### config.mk
export PLATFORM = sky130hd
export DESIGN_NAME = msot_ctrl
export DESIGN_NICKNAME = d
export VERILOG_FILES = /design/src/mark_sweep_object_table_unit_macros.svh /design/src/msot_pkg.sv /design/src/msot_ctrl.sv
export SDC_FILE = /design/constraint.sdc
export NUM_CORES = 1
export LEC_CHECK = 0
export ABC_AREA = 1
export BUFFER_PORTS_ARGS = -buffer_cell sky130_fd_sc_hd__buf_4
export CORE_MARGIN = 5
export CORE_UTILIZATION = 45
export CTS_CLUSTER_SIZE = 12
export DETAILED_ROUTE_END_ITERATION = 10
export GPL_ROUTABILITY_DRIVEN = 0
export PLACE_DENSITY = 0.73
export SLEW_MARGIN = 20
export SYNTH_ARGS = -nofsm -noshare
export SYNTH_HDL_FRONTEND = slang
export SYNTH_SLANG_ARGS = --single-unit
### constraint.sdc
create_clock -name clk -period 3.8 [get_ports clk]
set_input_delay 0.19 -clock clk [delete_from_list [all_inputs] [get_ports clk]]
set_output_delay 0.19 -clock clk [all_outputs]
set_load 0.02 [all_outputs]
### src/mark_sweep_object_table_unit_macros.svh
// assertion macros for the object table unit
`ifndef MARK_SWEEP_OBJECT_TABLE_UNIT_MACROS_SVH
`define MARK_SWEEP_OBJECT_TABLE_UNIT_MACROS_SVH

// check that holds at every clock edge out of reset
`define MSOT_ASSERT(label, prop, msg) \
	label: assert property (@(posedge clk) disable iff (!arst_n) (prop)) else $error(msg);

// check that an event implies a condition on the next edge
`define MSOT_ASSERT_NEXT(label, cause, effect, msg) \
	label: assert property (@(posedge clk) disable iff (!arst_n) (cause) |=> (effect)) \
		else $error(msg);

`endif

### src/msot_pkg.sv
// shared types and constants of the object table unit
package msot_pkg;

	localparam int MaxObjects = 32;
	localparam int AddrBits   = 32;
	localparam int SizeBits   = 32;
	localparam int CountBits  = 16;
	localparam int BytesBits  = 38;
	localparam int SlotBits   = $clog2(MaxObjects);
	localparam int TotalBits  = $clog2(MaxObjects + 1);
	localparam int InBits     = 96;
	localparam int OutBits    = 96;

	typedef enum logic [2:0] {
		KIND_ALLOC   = 3'd0,
		KIND_RETAIN  = 3'd1,
		KIND_RELEASE = 3'd2,
		KIND_ADD_REF = 3'd3,
		KIND_REM_REF = 3'd4,
		KIND_COLLECT = 3'd5,
		KIND_DETECT  = 3'd6,
		KIND_DESTROY = 3'd7
	} kind_t;

	// commands from the controller to the datapath
	typedef struct packed {
		logic load;
		logic exec;
		logic mark;
		logic peel;
		logic count;
		logic sweep;
		logic final_push;
	} cmd_t;

	// status from the datapath to the controller
	typedef struct packed {
		kind_t kind;
		logic  enabled;
		logic  idx_last;
		logic  pass_changed;
		logic  sweep_adv;
		logic  out_free;
	} stat_t;

endpackage

### src/msot_ctrl.sv
// controller state machine of the object table unit
module msot_ctrl (
	input  logic            clk,
	input  logic            arst_n,
	input  logic            s_tvalid,
	output logic            s_tready,
	input  msot_pkg::stat_t stat,
	output msot_pkg::cmd_t  cmd
);

	typedef enum logic [6:0] {
		S_IDLE  = 7'b0000001,
		S_EXEC  = 7'b0000010,
		S_MARK  = 7'b0000100,
		S_PEEL  = 7'b0001000,
		S_COUNT = 7'b0010000,
		S_SWEEP = 7'b0100000,
		S_FINAL = 7'b1000000
	} state_t;

	state_t state_q, state_d;

	// next state and commands
	always_comb begin
		state_d  = state_q;
		cmd      = '0;
		s_tready = 1'b0;
		unique case (state_q)
			S_IDLE: begin
				s_tready = 1'b1;
				cmd.load = s_tvalid;
				if (s_tvalid) state_d = S_EXEC;
			end
			S_EXEC: begin
				cmd.exec = 1'b1;
				case (stat.kind)
					msot_pkg::KIND_COLLECT: state_d = stat.enabled ? S_MARK : S_FINAL;
					msot_pkg::KIND_DETECT:  state_d = S_PEEL;
					msot_pkg::KIND_DESTROY: state_d = S_COUNT;
					default:                state_d = S_FINAL;
				endcase
			end
			S_MARK: begin
				cmd.mark = 1'b1;
				if (stat.idx_last && !stat.pass_changed) state_d = S_COUNT;
			end
			S_PEEL: begin
				cmd.peel = 1'b1;
				if (stat.idx_last && !stat.pass_changed) state_d = S_FINAL;
			end
			S_COUNT: begin
				cmd.count = 1'b1;
				if (stat.idx_last) state_d = S_SWEEP;
			end
			S_SWEEP: begin
				cmd.sweep = 1'b1;
				if (stat.idx_last && stat.sweep_adv) state_d = S_FINAL;
			end
			S_FINAL: begin
				cmd.final_push = 1'b1;
				if (stat.out_free) state_d = S_IDLE;
			end
			default: state_d = S_IDLE;
		endcase
	end

	// state register
	always_ff @(posedge clk or negedge arst_n) begin
		if (!arst_n) begin
			state_q <= S_IDLE;
		end else begin
			state_q <= state_d;
		end
	end

endmodule

==> results of run 1 <==
-- cell type report --
class | instances | area (µm²) | area share (%)
sequential | 7 | 176 | 22.4
clock buffer | 4 | 26.3 | 3.33
multi-input combinational | 64 | 367 | 46.5
tap | 15 | 18.8 | 2.38
inverter | 14 | 55.1 | 6.98
timing repair buffer | 19 | 145 | 18.4
-- power groups by stage --
stage | Sequential (µW) | Clock (µW) | Combinational (µW)
finish | 113 | 70.3 | 249
floorplan | 112 | 0 | 187
global route | 115 | 75.0 | 276
global placement | 114 | 0 | 246
detailed placement | 115 | 0 | 248
CTS | 113 | 71.7 | 251
-- logic make-up after synthesis --
kind of cell           after synthesis  share of synthesized area (%)
and+or+nand+nor                     62                           58.6
DFF                                  7                           29.5
AOI/OAI and AO/OA                    2                           2.72
buffers and inverters               14                           9.21
-- stage by stage --
stage | hold slack, ns | setup slack (ns) | util [%] | std cells
6_report | 0.200 | 2.20 | 61.3 | 123
5_1_grt | 0.216 | 2.09 | 61.3 | 123
4_1_cts | 0.201 | 2.18 | 61.3 | 123
3_5_place_dp | 0.00861 | 2.46 | 58.5 | 118
3_3_place_gp | 0.0101 | 2.49 | 58.5 | 118
2_1_floorplan | -0.106 | 2.34 | - | 85
-- layer usage --
metal	part of all wire [%]	wire length (µm)
met2	42	537
met1	46	580
met3	8.7	110
met5	0	0
met4	2.8	36
-- cell usage after synthesis --
cell type  instances
dfrtp_1            6
dfstp_2            1
inv_1             11
inv_2              2
inv_4              1
nand2_1           22
nand2_2            3
nand2_4            2
nand3_1            8
nand3_2            3
nand3_4            1
nand3b_1           1
nor2_1            10
nor2_2             5
nor2_4             4
nor3_1             1
nor4_1             1
o21ai_2            1
o31ai_1            1
or2_2              1
-- cell usage in the layout, fill, tap and decap left out --
cell           Yosys  layout
o31ai_1            1       1
nor2_4             4       4
nand3_2            3       3
inv_4              1       1
inv_1             11      11
nand3b_1           1       1
nor2_1            10      10
nand3_1            8       8
nand3_4            1       1
nand2_1           22      22
nand2_4            2       2
nor2_2             5       5
dfstp_2            1       1
dlygate4sd3_1      0       1
or2_2              1       1
buf_4              0      18
nor3_1             1       1
inv_2              2       2
clkbuf_1           0       1
nand2_2            3       3
o21ai_2            1       1
clkbuf_4           0       3
nor4_1             1       1
dfrtp_1            6       6
-- path summary, 6_finish.rpt --
check	startpoint	end	slack, ns	cells past startpoint
worst min register to register	state_q[0]$_DFFE_PN1P_	state_q[0]$_DFFE_PN1P_	0.64	4
max in group asynchronous	arst_n	state_q[0]$_DFFE_PN1P_	3.30	2
worst max register to register	state_q[0]$_DFFE_PN1P_	state_q[1]$_DFFE_PN0P_	2.48	8
worst max-delay path	state_q[5]$_DFFE_PN0P_	cmd[6]	2.20	6
min in group asynchronous	arst_n	state_q[5]$_DFFE_PN0P_	0.28	2
worst min-delay path	s_tvalid	state_q[0]$_DFFE_PN1P_	0.20	4
-- worst max-delay path: cells and delay by family, from the launching register on --
family                 cells  cell delay (ns)
flip-flops                 1             0.42
buffers and inverters      2             0.23
AND/OR/NAND/NOR            4             0.51
-- repair_timing --
action                                 4_1_cts  5_1_grt
hold buffers                                 1        0
buffers inserted                             0        0
endpoints found under the hold margin        7        0
gates resized for setup                      0        0
==> flow_summary_export.csv, run 1 <==
group,metric,value,unit
route,antenna_left,0,
power,sw_frac_of_total,47.9,%
floorplanning,die_w,46.5,µm
power,p_per_area,548,nW/µm²
floorplanning,rows,13,
yosys,netlist_instances,85,
sta,relSlewSlack,84.0,%
global_route,overflow,0,
worst_setup_path,worst_path_max_delay_cell,"dfrtp_1",
cts,clk_latency,0.26,ns
power,internal-power,225,µW
finish,drive_above_1_share,41.7,%
yosys,synth_cell_types,20,
yosys,yosys.area.top_type,"dfrtp_1",
sta,hold_viol_final,0,
finish,design_area,788,µm²
finish,largest_register_ff_count,7,
global_route,grt_use_met3,2.34,%
yosys,synthDominantCellAreaShare,25.1,%
route,wire_per_inst,10.3,µm
yosys,synth_area_leaders,"dfrtp_1 (25%), nand2_1 (14%), nor2_4 (7.5%)",
cts,cts_root_buffer,"clkbuf_4",
sta,setup_violations,0,
cts,clk_pin_slew,0.06,ns
cts,cts_max_level,1,
yosys,yosysSeqAreaShare,29.5,%
power,p_total,432,µW
worst_setup_path,arrival,1.41,ns
global_route,grtUsageTotal,14.5,%
yosys,synth_warnings,0,
sta,skew,0.00707,ns
finish,n_fill_cell,121,
place,place_area,752,µm²
global_route,antenna_found_initial,0,
power,vdd_drop_max,251,µV
sta,tns,0,ns
route,drc,0,
cts,cts_buffer_depth,2,
status,status,"complete, no violations",
floorplanning,ios,19,
finish,top_register,"state_q",
sta,period_share,42.2,%
global_route,grt_pass1_wl,2240,µm
global_route,met1_usage,18.5,%
global_route,first_global_vias,565,
yosys,syn_nets,96,
global_route,grtUsageMet2,22.5,%
worst_setup_path,max_stage_delay,0.42,ns
route,num_vias,587,
worst_setup_path,crit_type,"flip-flop to primary output",
power,p_leak,0.000442,µW
worst_setup_path,end_kind,"primary output",
worst_setup_path,worstPathMaxFanout,5,
yosys,ys_ff_latch,7,
flow_run,max_cap_violations,0,
sta,worst_slew_pin_slew,0.238,ns
finish,synthToLayoutAreaGrowth,31.8,%
power,clkPwrFrac,16.3,%
cts,cts.sinks,7,
floorplanning,start_util,46.5,%
global_route,grt.busiest_layer,"met2",
finish,fin_nets,120,
route,drtIter0Drc,6,
worst_setup_path,cp.required,3.61,ns
place,portBuffers,18,
power,netSwitchingPower,207,µW
place,dp_hpwl,1080,µm
cts,cts_tree,"done",
sta,max_freq,623,MHz
sta,slew_violations,0,
route,first_pass_iters,4,
power,power_frac_comb,57.7,%
route,drt-total-wl,1270,µm
yosys,post_synth.cell_area_avg,7.04,µm²
floorplanning,core-area,1280,µm²
sta,rsz0062_at_grt,"false",
power,p_seq_share,26.1,%
worst_hold_path,hp-class,"primary input to flip-flop",
worst_setup_path,path_cells,"nor2_2, nand2_4, inv_4, nand2_1, nor2_1, buf_4",
yosys,syn-cell-area,598,µm²
finish,largestRegisters,"state_q: 7 flops",
cts,cts_made_buffers,3,
floorplanning,die_area,2160,µm²
worst_setup_path,startpoint_type,"flip-flop",
sta,final.min_clock_period,1.60,ns
floorplanning,die_h,46.5,µm
finish,diodes,0,
route,via_per_inst,4.77,
global_route,grt_max_degree,8,
(Power assumes the default switching activity.)
==> run 2, diff against run 1 <==
--- a/config.mk
+++ b/config.mk
@@ -5,10 +5,10 @@
 export SDC_FILE = /design/constraint.sdc
 export NUM_CORES = 1
 export LEC_CHECK = 0
-export ABC_AREA = 1
+export ABC_AREA = 0
 export BUFFER_PORTS_ARGS = -buffer_cell sky130_fd_sc_hd__buf_4
 export CORE_MARGIN = 5
-export CORE_UTILIZATION = 45
+export CORE_UTILIZATION = 43
 export CTS_CLUSTER_SIZE = 12
 export DETAILED_ROUTE_END_ITERATION = 10
 export GPL_ROUTABILITY_DRIVEN = 0
==> constraint.sdc (replaced) <==
create_clock -name clk -period 1.35 [get_ports clk]
set_input_delay 0.0675 -clock clk [delete_from_list [all_inputs] [get_ports clk]]
set_output_delay 0.0675 -clock clk [all_outputs]
set_load 0.02 [all_outputs]
==> run 2 against run 1 <==
Compared with the run above: the flow now finishes with violations (negative setup slack); clock power increased to 2.7 times the previous value; die area increased by 1.1%; count of clock-buffer cells in the layout unchanged; register-to-register slack got worse by 2.9 ns; hold slack got worse by 0.17 ns; via count increased by 43%; clock skew increased by 0.0035 ns; final area increased by 51%; sequential cell count unchanged; non-clock buffer count increased by 35; combinational power increased to 4.9 times the previous value; critical path depth decreased by 2.
==> flow_summary_export.csv, run 2 <==
group,metric,value,unit
power,vdd_drop_max,1440,µV
yosys,synth_cell_types,31,
floorplanning,start_util,45.1,%
cts,cts.sinks,7,
finish,fin_nets,136,
yosys,synthDominantCellAreaShare,25.9,%
yosys,ys_ff_latch,7,
route,via_per_inst,6.06,
finish,final_common_cell,"buf_4",
worst_setup_path,max_stage_delay,0.58,ns
sta,fin_hold_ws,0.0281,ns
finish,drive_above_1_share,68.5,%
yosys,synth_edf_count,0,
yosys,netlist_instances,72,
route,antenna_left,0,
yosys,post_synth.cell_area_avg,8.05,µm²
global_route,first_global_vias,790,
finish,top_register,"state_q",
route,drtIter0Drc,37,
finish,synthToLayoutAreaGrowth,105,%
yosys,yosys.area.top_type,"dfrtp_1",
worst_setup_path,worst-r2r-cell-count,5,
finish,final_cell_mix,"buf_4 (41), buf_6 (11), nand2_1 (5)",
global_route,grt_pass1_wl,3510,µm
cts,cts_max_level,1,
place,dp_hpwl,1300,µm
worst_setup_path,timing.rr.start,"state_q[5]$_DFFE_PN0P_",
worst_setup_path,worst_path_max_delay_cell,"or4b_4",
yosys,synth_warnings,0,
yosys,syn_nets,83,
worst_setup_path,path_delay_family,"simple AND/OR/NAND/NOR gates",
worst_setup_path,cp.required,1.28,ns
sta,rsz0062_at_grt,"true",
cts,cts_made_buffers,3,
sta,max_freq,551,MHz
yosys,synth_area_leaders,"dfrtp_1 (26%), nor4_4 (7.3%), nand3_1 (6.0%)",
finish,diodes,0,
sta,setup_violations,14,
floorplanning,die_w,46.7,µm
floorplanning,core-area,1280,µm²
sta,relSlewSlack,80.0,%
place,portBuffers,18,
cts,cts_tree,"done",
sta,fin_ws,-0.464,ns
worst_setup_path,regToRegSetupSlack,-0.42,ns
floorplanning,die_area,2180,µm²
yosys,yosys_most_used_dff,"dfrtp_1",
finish,n_fill_cell,47,
finish,largest_register_ff_count,7,
yosys,ys_async_sr_fraction,100,%
power,p_leak,0.000563,µW
sta,worst_slew_pin_slew,0.296,ns
finish,largestRegisters,"state_q: 7 flops",
worst_setup_path,crit_buf_inv,2,
yosys,synth_commonest_cells,"nand2_1 (7), nand3_1 (7), dfrtp_1 (6), nor3_1 (5)",
route,num_vias,842,
cts,cts_root_buffer,"clkbuf_4",
power,p_total,1740,µW
global_route,antenna_found_initial,0,
worst_setup_path,path_cells,"or4b_4, nor4_4, buf_4, buf_6",
worst_setup_path,startpoint_type,"flip-flop",
route,drt-total-wl,2740,µm
sta,slew_violations,0,
cts,cts_buffer_depth,2,
yosys,yosysSeqAreaShare,30.5,%
global_route,overflow,0,
sta,final.min_clock_period,1.81,ns
worst_setup_path,worstPathMaxFanout,3,
sta,skew,0.0106,ns
floorplanning,die_h,46.7,µm
worst_setup_path,rr_endpoint,"state_q[2]$_DFFE_PN0P_",
sta,hold_viol_final,0,
flow_run,max_cap_violations,0,
route,first_pass_iters,4,
worst_setup_path,crit_type,"flip-flop to primary output",
worst_hold_path,hp-class,"primary input to flip-flop",
worst_setup_path,crit_start,"state_q[5]$_DFFE_PN0P_",
cts,clk_pin_slew,0.06,ns
status,violations,"negative setup slack",
worst_setup_path,crit_end,"cmd[5]",
worst_setup_path,end_kind,"primary output",
yosys,syn-cell-area,579,µm²
route,wire_per_inst,19.7,µm
cts,clk_latency,0.25,ns
floorplanning,ios,19,
floorplanning,rows,13,
worst_setup_path,crit_cells,4,
worst_setup_path,arrival,1.75,ns
power,p_per_area,1470,nW/µm²
global_route,grtUsageTotal,23.1,%
route,drc,0,
status,status,"finished with violations",
sta,period_share,134,%
global_route,grt_max_degree,11,
[run 2: cell types whose count changed after synthesis, moves of 3 or more]
cell	change
nand2_1	-15
inv_1	-7
nor2_1	-6
nor2_2	-5
a21oi_1	+4
nand2b_1	+4
nor2_4	-4
nor3_1	+4
buf_2	+3
nand2_2	-3
nand3_2	-3
[run 2: cells by family after synthesis]
| group | synth area share (%) |
|---|---|
| compound gates | 17.3 |
| buf+inv | 8.42 |
| flops | 30.5 |
| mux | 1.94 |
| simple gates | 41.9 |
[run 2: layout make-up]
class	count	area, µm²	share of cell area, %
Multi-Input combinational cell	55	497	41.8
Timing Repair Buffer	54	452	38.0
Sequential cell	7	180	15.2
Clock buffer	4	26.3	2.21
Tap cell	15	18.8	1.58
Inverter	4	15.0	1.26
[run 2: per-layer routing]
metal | global-route usage (%) | vias to the layer above | wire length [µm]
met5 | 0 | - | 0
met4 | 11.0 | 0 | 87
met3 | 1.56 | 13 | 242
met2 | 39.6 | 61 | 1320
met1 | 29.3 | 400 | 1090
li1 | - | 368 | -
[run 2: report_power, final]
| part | switching [µW] | internal, µW |
|---|---|---|
| clock network | 78.0 | 113 |
| registers | 53.5 | 266 |
| logic | 603 | 628 |
| total | 735 | 1010 |
[run 2: per-stage QoR]
stage	setup TNS [ns]	setup WS [ns]	instance area [µm²]	utilization [%]	instances
6_report	-4.28	-0.464	1190	92.5	139
5_1_grt	-4.96	-0.518	1190	92.5	139
4_1_cts	-3.24	-0.381	1100	85.8	134
3_5_place_dp	-1.79	-0.281	850	66.1	117
3_3_place_gp	-1.55	-0.280	850	66.1	117
2_1_floorplan	-2.03	-0.436	604	-	72
[run 2: how the worst min path moves through the flow]
stage / start / endpoint / slack [ns] / depth (start not counted)
floorplan: arst_n / state_q[1]$_DFFE_PN0P_ / -0.23 / 0
detailed placement: arst_n / state_q[5]$_DFFE_PN0P_ / -0.11 / 1
global placement: arst_n / state_q[1]$_DFFE_PN0P_ / -0.11 / 1
finish: stat[5] / state_q[3]$_DFFE_PN0P_ / 0.03 / 2
CTS: stat[5] / state_q[3]$_DFFE_PN0P_ / 0.02 / 2
global route: stat[5] / state_q[3]$_DFFE_PN0P_ / 0.03 / 2
[run 2: repair_timing]
item,CTS,global route
resized for setup,29,11
pin swaps,9,7
setup buffers,11,6
hold buffers,2,0
setup endpoints to repair,14,14
endpoints found under the hold margin,8,0
